===== src/hdl/idq_pkg.sv =====
// Shared types, sizes and codes of the indexed deque
package idq_pkg;

  localparam int DEPTH = 16;
  localparam int DATA_W = 64;
  localparam int POS_W = 4;
  localparam int CNT_W = $clog2(DEPTH + 1);
  localparam int CMP_W = (CNT_W > POS_W) ? CNT_W : POS_W;

  typedef enum logic [2:0] {
    OP_PUSH_BACK  = 3'd0,
    OP_PUSH_FRONT = 3'd1,
    OP_POP_FRONT  = 3'd2,
    OP_POP_BACK   = 3'd3,
    OP_READ       = 3'd4,
    OP_INSERT     = 3'd5,
    OP_REMOVE     = 3'd6,
    OP_MAX        = 3'd7
  } opcode_t;

  typedef enum logic [1:0] {
    ST_OK    = 2'd0,
    ST_EMPTY = 2'd1,
    ST_FULL  = 2'd2,
    ST_INDEX = 2'd3
  } status_t;

  typedef struct packed {
    logic load;
    logic take_left;
    logic take_right;
  } cell_ctl_t;

endpackage


===== src/hdl/idq_cell.sv =====
// One storage cell of the deque chain with its stage of the running maximum
module idq_cell (
  input  logic                              clk,
  input  idq_pkg::cell_ctl_t                ctl,
  input  logic                              valid,
  input  logic signed [idq_pkg::DATA_W-1:0] left,
  input  logic signed [idq_pkg::DATA_W-1:0] right,
  input  logic signed [idq_pkg::DATA_W-1:0] value_in,
  input  logic signed [idq_pkg::DATA_W-1:0] max_in,
  output logic signed [idq_pkg::DATA_W-1:0] data,
  output logic signed [idq_pkg::DATA_W-1:0] max_out
);

  always_ff @(posedge clk) begin
    if (ctl.load) begin
      data <= value_in;
    end else if (ctl.take_left) begin
      data <= left;
    end else if (ctl.take_right) begin
      data <= right;
    end
    max_out <= (valid && (data > max_in)) ? data : max_in;
  end

endmodule


===== config.mk =====
export PLATFORM = sky130hd
export DESIGN_NAME = idq_cell
export DESIGN_NICKNAME = d
export VERILOG_FILES = /design/src/hdl/idq_pkg.sv /design/src/hdl/idq_cell.sv
export SDC_FILE = /design/constraint.sdc
export NUM_CORES = 1
export LEC_CHECK = 0
export BUFFER_PORTS_ARGS = -buffer_cell sky130_fd_sc_hd__buf_2
export CAP_MARGIN = 20
export CORE_MARGIN = 2
export CORE_UTILIZATION = 26
export DETAILED_ROUTE_END_ITERATION = 10
export GPL_TIMING_DRIVEN = 0
export SLEW_MARGIN = 20
export SYNTH_ARGS = -nofsm -noshare
export SYNTH_HDL_FRONTEND = slang
export SYNTH_SLANG_ARGS = --single-unit

===== constraint.sdc =====
create_clock -name clk -period 7.77 [get_ports clk]
set_clock_uncertainty 0.2 [all_clocks]
set_input_delay 1.554 -clock clk [delete_from_list [all_inputs] [get_ports clk]]
set_output_delay 1.554 -clock clk [all_outputs]
set_load 0.02 [all_outputs]

==> results.json, run 1 <==
{
  "tightestPinTransition_ns": 0.9647,
  "crit_end": "max_out[23]",
  "grt_pass1_vias": 6126,
  "drive_above_1_share": 0.4627,
  "drc": 0,
  "rsz0062_at_grt": "false",
  "cts_buffer_depth": 2,
  "maxSlewViolCount": 0,
  "io_buffers": 386,
  "hold_buffers": 0,
  "crit_start": "max_in[38]",
  "cts_resized": 0,
  "coreArea_um2": 27030,
  "io-pin-count": 389,
  "crit_arrival_ns": 4.93,
  "cts.sinks": 128,
  "power-per-cell-area_nw_per_um2": 229.8,
  "vdd_drop_max_v": 0.0001064,
  "tritoncts": "done",
  "root_buffer": "clkbuf_16",
  "ys_seq_area_frac": 0.4475,
  "required_ns": 7.86,
  "fmax_ghz": 0.2068,
  "synth_fp_nets": 965,
  "fin_total_pwr_mw": 2.333,
  "power_leakage_nw": 5.227,
  "gp_congestion": 0.8531,
  "rr_endpoint": "max_out[23]",
  "dpl-instance-area_um2": 9542,
  "setup_viol": 0,
  "grt_first_pass_wirelength_um": 34560,
  "antenna_found_initial": 1,
  "path_max_fanout": 10,
  "hold_viol_final": 0,
  "crit_slowest_cell": "nor4_1",
  "num_vias": 6204,
  "worst_path_largest_cell_delay_ns": 0.60,
  "synth_cell_types": 36,
  "slew_headroom": 0.3569,
  "critPathKind": "input port to flip-flop",
  "min_period_ns": 4.836,
  "track_usage": 0.1604,
  "clkLatencyLatePin_ns": 0.41,
  "swShare": 0.3026,
  "cts_setup_buffers": 0,
  "diodes": 0,
  "start_util": 0.2649,
  "seqPwrFrac": 0.369,
  "critPathCaptureType": "flip-flop",
  "firstDrtPassIters": 4,
  "postRouteAntennaNets": 0,
  "num_rows": 60,
  "power_switching_mw": 0.7059,
  "crit_buf_inv": 3,
  "status": "completed",
  "viasPerCell": 4.431,
  "gr-total-overflow": 0,
  "ys_seq_elements": 128,
  "r2r_cells": 10,
  "path_depth": 12,
  "reg2reg_slack_ns": 3.76,
  "start_kind": "input port",
  "synthArstFlopShare": 0,
  "path_clk_slew_ns": 0.06,
  "p_int_mw": 1.627,
  "routed_wl_um": 23660,
  "layout.nets": 1371,
  "synth_area_um2": 7158,
  "syn2layout_area_growth_pct": 41.81,
  "combPwrFrac": 0.272,
  "grt_max_degree": 36,
  "syn_avg_cell_area_um2": 11.18,
  "dominantRegCellSynth": "edfxtp_1",
  "die_h_um": 169.9,
  "cts_buffers": 17,
  "max_cap_viol_count": 0,
  "cp_cell_sequence": "buf_2, inv_1, ha_1, nand4_1, nor4_1, nand4b_1, a31oi_1, a211oi_1, a21boi_2, mux2i_4, buf_6, mux2_4",
  "hp-class": "flip-flop to flip-flop",
  "critical_path.top_delay_family": "simple AND/OR/NAND/NOR gates",
  "r2r_start": "data[38]",
  "dieArea_um2": 28870,
  "dpl.hpwl_um": 19460,
  "h-tree-depth": 4,
  "drt-initial-drc-count": 236,
  "yosys_warnings": 0,
  "tns_ns": 0,
  "syn_inst": 640,
  "fp.dieW_um": 169.9,
  "period_share": 0.6225,
  "stdcell_area_um2": 10150,
  "wl_per_cell_um": 16.90,
  "synth_edf_count": 64,
  "p_clk_frac": 0.359
}
power groups by stage:
stage	logic (mW)	registers (mW)	clock network (mW)
global route	0.692	0.873	0.890
finish	0.634	0.861	0.838
detailed placement	0.646	0.877	0
CTS	0.647	0.863	0.858
global placement	0.634	0.876	0
floorplan	0.276	0.987	0
flip-flops by register name, indices dropped and copies added (netlist names):
| signal | count |
|---|---|
| data | 64 |
| max_out | 64 |
worst min path at each step:
stage                  start           to  slack (ns)  depth (start not counted)
floorplan            data[0]   max_out[0]        0.46                          1
global placement    data[44]  max_out[44]        0.32                          1
detailed placement  data[29]  max_out[29]        0.32                          1
CTS                 data[29]  max_out[29]        0.34                          1
global route        data[52]  max_out[52]        0.35                          1
finish              data[56]  max_out[56]        0.34                          1
cell type report:
class | count | area, um2
sequential | 128 | 3203
buffer | 27 | 146.4
fill | 2734 | 16870
clock buffer | 22 | 474.2
timing repair buffer | 387 | 1952
tap | 341 | 426.7
inverter | 66 | 247.7
clock inverter | 10 | 135.1
multi-input combinational | 419 | 3566
cell usage after synthesis, types with 2 or more instances:
library cell  number  share of area
a211oi_1           3         0.0031
a21o_1             4         0.0042
a21oi_1           23          0.016
a221oi_1           3         0.0037
and4_1             5         0.0061
buf_1              5         0.0026
buf_6              6         0.0094
clkbuf_1          16         0.0084
dfxtp_1           64           0.18
edfxtp_1          64           0.27
ha_1              64           0.11
inv_1             66          0.035
mux2_2             4         0.0063
mux2_4            60           0.13
mux2i_1           64          0.089
nand2_1           76          0.040
nand3_1            9         0.0063
nand4_1           11         0.0096
nor2_1             4         0.0021
o21ai_0           71          0.050
o311ai_0           2         0.0024
or3_1              2         0.0017
metrics by stage:
step / util / setup slack, ns / cells / hold WS, ns
after floorplan: - / 3.419 / 640 / 0.4630
after detailed placement: 0.3531 / 2.234 / 1368 / 0.3242
final: 0.3756 / 2.934 / 1400 / 0.3372
after global routing: 0.3756 / 2.586 / 1400 / 0.3527
after CTS: 0.3756 / 2.679 / 1400 / 0.3396
after global placement: 0.3521 / 1.930 / 1367 / 0.3178
cell usage in the layout, fill, tap and decap left out, types with 2 or more instances in the layout:
| master | n |
|---|---|
| nand2_1 | 76 |
| a21o_1 | 4 |
| a221oi_1 | 3 |
| o311ai_0 | 2 |
| mux2_2 | 4 |
| buf_2 | 386 |
| mux2i_1 | 64 |
| nand3_1 | 9 |
| ha_1 | 64 |
| inv_1 | 66 |
| a211oi_1 | 3 |
| a21oi_1 | 23 |
| o21ai_0 | 71 |
| mux2_4 | 60 |
| clkbuf_16 | 17 |
| nand4_1 | 11 |
| dfxtp_1 | 64 |
| clkinv_2 | 2 |
| clkbuf_1 | 18 |
| clkinvlp_4 | 3 |
| clkbuf_8 | 3 |
| edfxtp_1 | 64 |
| and4_1 | 5 |
| buf_6 | 6 |
| buf_1 | 5 |
| bufinv_16 | 3 |
| nor2_1 | 4 |
cell families after synthesis:
group / Yosys count / share of synthesized area
buffers and inverters: 93 / 0.05506
and+or+nand+nor: 112 / 0.07097
DFF: 128 / 0.4475
adders and majority gates: 64 / 0.1119
AOI/OAI and AO/OA: 114 / 0.08985
muxes: 129 / 0.2248
routing by layer:
layer / up-vias / global-route usage / routed length (um)
met5: - / 0 / 16
met1: 2876 / 0.1914 / 9943
met3: 13 / 0.03349 / 1247
met2: 205 / 0.2907 / 12210
met4: 2 / 0.04459 / 243
li1: 3108 / - / -
worst register-to-register path: stages, from the launching register on:
cell      delay [ns]
edfxtp_1        0.42
ha_1            0.34
nand4_1         0.24
nor4_1          0.60
nand4b_1        0.29
a31oi_1         0.37
a211oi_1        0.07
a21boi_2        0.19
mux2i_4         0.57
buf_6           0.29
mux2_4          0.32
No activity file was read; power rests on OpenSTA's default activity.
==> inputs of run 2 (changes only) <==
- clock period: 7.77 -> 4.5 ns (I/O delays scaled with it)
==> results.json, run 2 (synthesis results as in run 1) <==
{
  "drt-initial-drc-count": 240,
  "stdcell_area_um2": 10180,
  "swShare": 0.3020,
  "period_share": 0.8686,
  "tightestPinTransition_ns": 0.9645,
  "power_leakage_nw": 5.241,
  "clkLatencyLatePin_ns": 0.41,
  "grt_first_pass_wirelength_um": 34560,
  "setup_viol": 0,
  "p_clk_frac": 0.358,
  "fin_total_pwr_mw": 4.036,
  "crit_slowest_cell": "nor4_1",
  "root_buffer": "clkbuf_16",
  "routed_wl_um": 23680,
  "cts.sinks": 128,
  "num_vias": 6225,
  "drc": 0,
  "critPathCaptureType": "flip-flop",
  "dpl.hpwl_um": 19460,
  "path_clk_slew_ns": 0.06,
  "num_rows": 60,
  "antenna_found_initial": 1,
  "top_regs": "data (64), max_out (64)",
  "crit_start": "max_in[38]",
  "critPathKind": "input port to flip-flop",
  "wl_per_cell_um": 16.89,
  "status": "completed",
  "hold_buffers": 0,
  "final_cell_mix": "386 x buf_2, 76 x nand2_1, 71 x o21ai_0, 66 x inv_1",
  "cts_buffers": 17,
  "tritoncts": "done",
  "hold_viol_final": 0,
  "max_cap_viol_count": 0,
  "cts_setup_buffers": 0,
  "critical_path.top_delay_family": "simple AND/OR/NAND/NOR gates",
  "cts_buffer_depth": 2,
  "crit_buf_inv": 4,
  "firstDrtPassIters": 4,
  "gp_congestion": 0.8531,
  "r2r_cells": 11,
  "maxSlewViolCount": 0,
  "dpl-instance-area_um2": 9542,
  "crit_arrival_ns": 4.00,
  "start_util": 0.2649,
  "drive_above_1_share": 0.4637,
  "track_usage": 0.1604,
  "path_max_fanout": 10,
  "layout.nets": 1373,
  "min_delay_path_depth": 1,
  "coreArea_um2": 27030,
  "io_buffers": 386,
  "power_switching_mw": 1.219,
  "diodes": 0,
  "r2r_start": "data[38]",
  "h-tree-depth": 4,
  "viasPerCell": 4.440,
  "required_ns": 4.59,
  "dieArea_um2": 28870,
  "hp-start": "data[56]",
  "slew_headroom": 0.3570,
  "cts_resized": 0,
  "die_h_um": 169.9,
  "fp.dieW_um": 169.9,
  "vdd_drop_max_v": 0.0001833,
  "grt_pass1_vias": 6126,
  "fmax_ghz": 0.2558,
  "gr-total-overflow": 0,
  "min_period_ns": 3.909,
  "rr_endpoint": "max_out[20]",
  "p_int_mw": 2.817,
  "holdPathEnd": "max_out[56]",
  "layout_commonest_cell": "buf_2",
  "start_kind": "input port",
  "worst_path_largest_cell_delay_ns": 0.60,
  "combPwrFrac": 0.274,
  "io-pin-count": 389,
  "postRouteAntennaNets": 0,
  "seqPwrFrac": 0.368,
  "rsz0062_at_grt": "false",
  "hp-class": "flip-flop to flip-flop",
  "cp_cell_sequence": "buf_2, inv_1, ha_1, nand4_1, nor4_1, nand4b_1, a31oi_1, a211oi_1, a21boi_2, mux2i_4, buf_12, buf_6, mux2_4",
  "syn2layout_area_growth_pct": 42.20,
  "grt_max_degree": 36,
  "reg2reg_slack_ns": 0.77,
  "power-per-cell-area_nw_per_um2": 396.6
}
run 2: cell count changes in the layout (fill, tap and decap cells not counted), sizes merged:
| cell | change |
|---|---|
| buf | +2 |
run 2: layout make-up:
cell class / count / area (um2)
tap: 341 / 426.7
timing repair buffer: 389 / 1979
clock buffer: 22 / 474.2
multi-input combinational: 419 / 3566
sequential: 128 / 3203
inverter: 66 / 247.7
clock inverter: 10 / 135.1
buffer: 27 / 146.4
fill: 2734 / 16850
run 2: power groups by stage:
stage	combinational [mW]	clock, mW	sequential (mW)
after floorplan	0.476	0	1.70
after global placement	1.10	0	1.51
after detailed placement	1.11	0	1.51
after CTS	1.12	1.48	1.49
after global routing	1.20	1.54	1.51
final	1.11	1.44	1.49
run 2: how the worst max path moves through the flow:
stage | end | slack, ns | depth (start not counted)
after detailed placement | max_out[20] | -0.38 | 12
after global routing | max_out[23] | 0.30 | 13
after floorplan | max_out[10] | 0.80 | 11
after CTS | max_out[20] | 0.06 | 12
after global placement | data[31] | -0.69 | 3
final | max_out[20] | 0.59 | 13
run 2: per-layer routing:
layer,track usage,vias up,part of all wire
met3,0.03349,13,0.053
met5,0,-,0.00068
met2,0.2907,206,0.52
met1,0.1914,2893,0.42
met4,0.04459,2,0.010
li1,-,3111,-
run 2: stage by stage:
step	utilization	instances	setup WS (ns)	hold WS [ns]	TNS, ns
after floorplan	-	640	0.8031	0.4630	0
after global placement	0.3521	1367	-0.6860	0.3178	-60.93
after detailed placement	0.3531	1368	-0.3817	0.3242	-22.29
after CTS	0.3756	1400	0.06299	0.3396	0
after global routing	0.3766	1402	0.3049	0.3527	0
final	0.3766	1402	0.5911	0.3361	0
run 2: worst reg2reg max path: stages, from the launching register on:
cell and delay (ns):
edfxtp_1 0.42, ha_1 0.34, nand4_1 0.24, nor4_1 0.60, nand4b_1 0.30, a31oi_1 0.37, a211oi_1 0.07, a21boi_2 0.19
mux2i_4 0.20, buf_12 0.18, buf_6 0.20, mux2_4 0.32
==> inputs of run 3 (changes only) <==
- CORE_ASPECT_RATIO: unset -> 1.1
- HOLD_SLACK_MARGIN: unset -> 0.15
==> results.json, run 3 (synthesis results as in run 1) <==
{
  "tightestPinTransition_ns": 1.051,
  "h-tree-depth": 4,
  "rr_endpoint": "max_out[14]",
  "num_vias": 6257,
  "required_ns": 4.60,
  "reg2reg_slack_ns": 0.68,
  "crit_slowest_cell": "mux2i_4",
  "rsz0062_at_grt": "false",
  "power-per-cell-area_nw_per_um2": 400.0,
  "holdPathEnd": "max_out[40]",
  "seq_area_um2": 3203,
  "cts.sinks": 128,
  "cts_buffers": 17,
  "critPathKind": "input port to flip-flop",
  "syn2layout_area_growth_pct": 42.74,
  "path_max_fanout": 10,
  "final_cell_mix": "386 x buf_2, 76 x nand2_1, 71 x o21ai_0, 66 x inv_1",
  "io-pin-count": 389,
  "power_switching_mw": 1.229,
  "layout_commonest_cell": "buf_2",
  "fp.dieW_um": 162.2,
  "setup_viol": 0,
  "p_int_mw": 2.857,
  "min_period_ns": 4.013,
  "gp_congestion": 0.8399,
  "hp-class": "flip-flop to flip-flop",
  "num_rows": 63,
  "crit_arrival_ns": 4.11,
  "p_clk_frac": 0.369,
  "maxSlewViolCount": 0,
  "postRouteAntennaNets": 0,
  "gr-total-overflow": 0,
  "r2r_start": "data[30]",
  "min_delay_path_depth": 1,
  "max_cap_viol_count": 0,
  "critical_path.top_delay_family": "compound AO/OA/AOI/OAI gates",
  "worst_path_largest_cell_delay_ns": 0.63,
  "period_share": 0.8917,
  "grt_pass1_vias": 6167,
  "clkLatencyLatePin_ns": 0.41,
  "combPwrFrac": 0.268,
  "layout.nets": 1371,
  "wl_per_cell_um": 16.37,
  "tns_ns": 0,
  "cts_setup_buffers": 0,
  "multi_input_area_um2": 3572,
  "power_leakage_nw": 5.245,
  "start_util": 0.2648,
  "viasPerCell": 4.403,
  "root_buffer": "clkbuf_16",
  "io_buffers": 386,
  "hp-start": "data[40]",
  "track_usage": 0.1554,
  "grt_max_degree": 37,
  "fillers": 2727,
  "drc": 0,
  "tritoncts": "done",
  "fmax_ghz": 0.2492,
  "dpl.hpwl_um": 19270,
  "cts_buffer_depth": 2,
  "cts_resized": 0,
  "antenna_found_initial": 4,
  "dieArea_um2": 28880,
  "die_h_um": 178.0,
  "critPathCaptureType": "flip-flop",
  "crit_buf_inv": 3,
  "start_kind": "input port",
  "hold_viol_final": 0,
  "top_regs": "data (64), max_out (64)",
  "routed_wl_um": 23270,
  "swShare": 0.3008,
  "drive_above_1_share": 0.4655,
  "slew_headroom": 0.2992,
  "hold_buffers": 0,
  "coreArea_um2": 27040,
  "fin_total_pwr_mw": 4.087,
  "vdd_drop_max_v": 0.0001935,
  "drt-initial-drc-count": 249,
  "status": "completed",
  "path_clk_slew_ns": 0.06,
  "firstDrtPassIters": 4,
  "seqPwrFrac": 0.363,
  "cp_cell_sequence": "buf_2, inv_1, ha_1, a21oi_1, nand2_1, a221o_1, a2111oi_2, o31ai_1, a21boi_2, mux2i_4, buf_6, mux2_4",
  "grt_first_pass_wirelength_um": 33810,
  "r2r_cells": 10
}
## run 3: changes by cell type in the layout (fill, tap and decap cells not counted)
cell,delta
bufinv_16,+1
nor4_2,+1
diode_2,+5
inv_6,+3
nor4_1,-1
clkbuf_8,-1
clkinvlp_4,-1
buf_12,-1
clkinv_1,-1
clkbuf_1,-1
buf_4,-1
## run 3: routing by layer
layer	up-vias	track usage	wire length, um
met5	-	0	0
met2	225	0.2819	12080
met1	2891	0.1808	9462
met3	19	0.03883	1405
met4	0	0.04535	316
li1	3122	-	-
## run 3: layout make-up
type                            count  area share
Sequential cell                   128      0.3135
Multi-Input combinational cell    419      0.3496
Antenna cell                        5    0.001225
Timing Repair Buffer              387      0.1910
Inverter                           66     0.02425
Buffer                             27     0.01433
Clock inverter                     12     0.01763
Tap cell                          357     0.04372
Clock buffer                       20     0.04470
## run 3: power groups by stage
stage | sequential [mW] | combinational, mW | clock, mW
5_1_grt | 1.50 | 1.20 | 1.60
2_1_floorplan | 1.70 | 0.476 | 0
3_3_place_gp | 1.51 | 1.10 | 0
3_5_place_dp | 1.51 | 1.11 | 0
4_1_cts | 1.49 | 1.11 | 1.54
6_report | 1.48 | 1.09 | 1.51
## run 3: worst max path at each step
stage	from	to	slack, ns	depth (start not counted)
final	max_in[30]	max_out[14]	0.49	12
after global routing	max_in[38]	max_out[18]	0.15	12
after CTS	max_in[38]	max_out[14]	0.15	12
after detailed placement	max_in[38]	max_out[14]	-0.30	12
after global placement	ctl[2]	data[34]	-0.57	3
after floorplan	max_in[30]	max_out[10]	0.80	11
## run 3: through the flow
stage / utilization / area [um2] / std cells / hold WS [ns] / setup slack [ns]
after floorplan: - / 7158 / 640 / 0.4630 / 0.8031
after global placement: 0.3527 / 9537 / 1383 / 0.3178 / -0.5746
after detailed placement: 0.3536 / 9562 / 1384 / 0.3242 / -0.2950
after CTS: 0.3772 / 10200 / 1416 / 0.3379 / 0.1516
after global routing: 0.3776 / 10210 / 1418 / 0.3512 / 0.1452
final: 0.3779 / 10220 / 1421 / 0.3335 / 0.4875
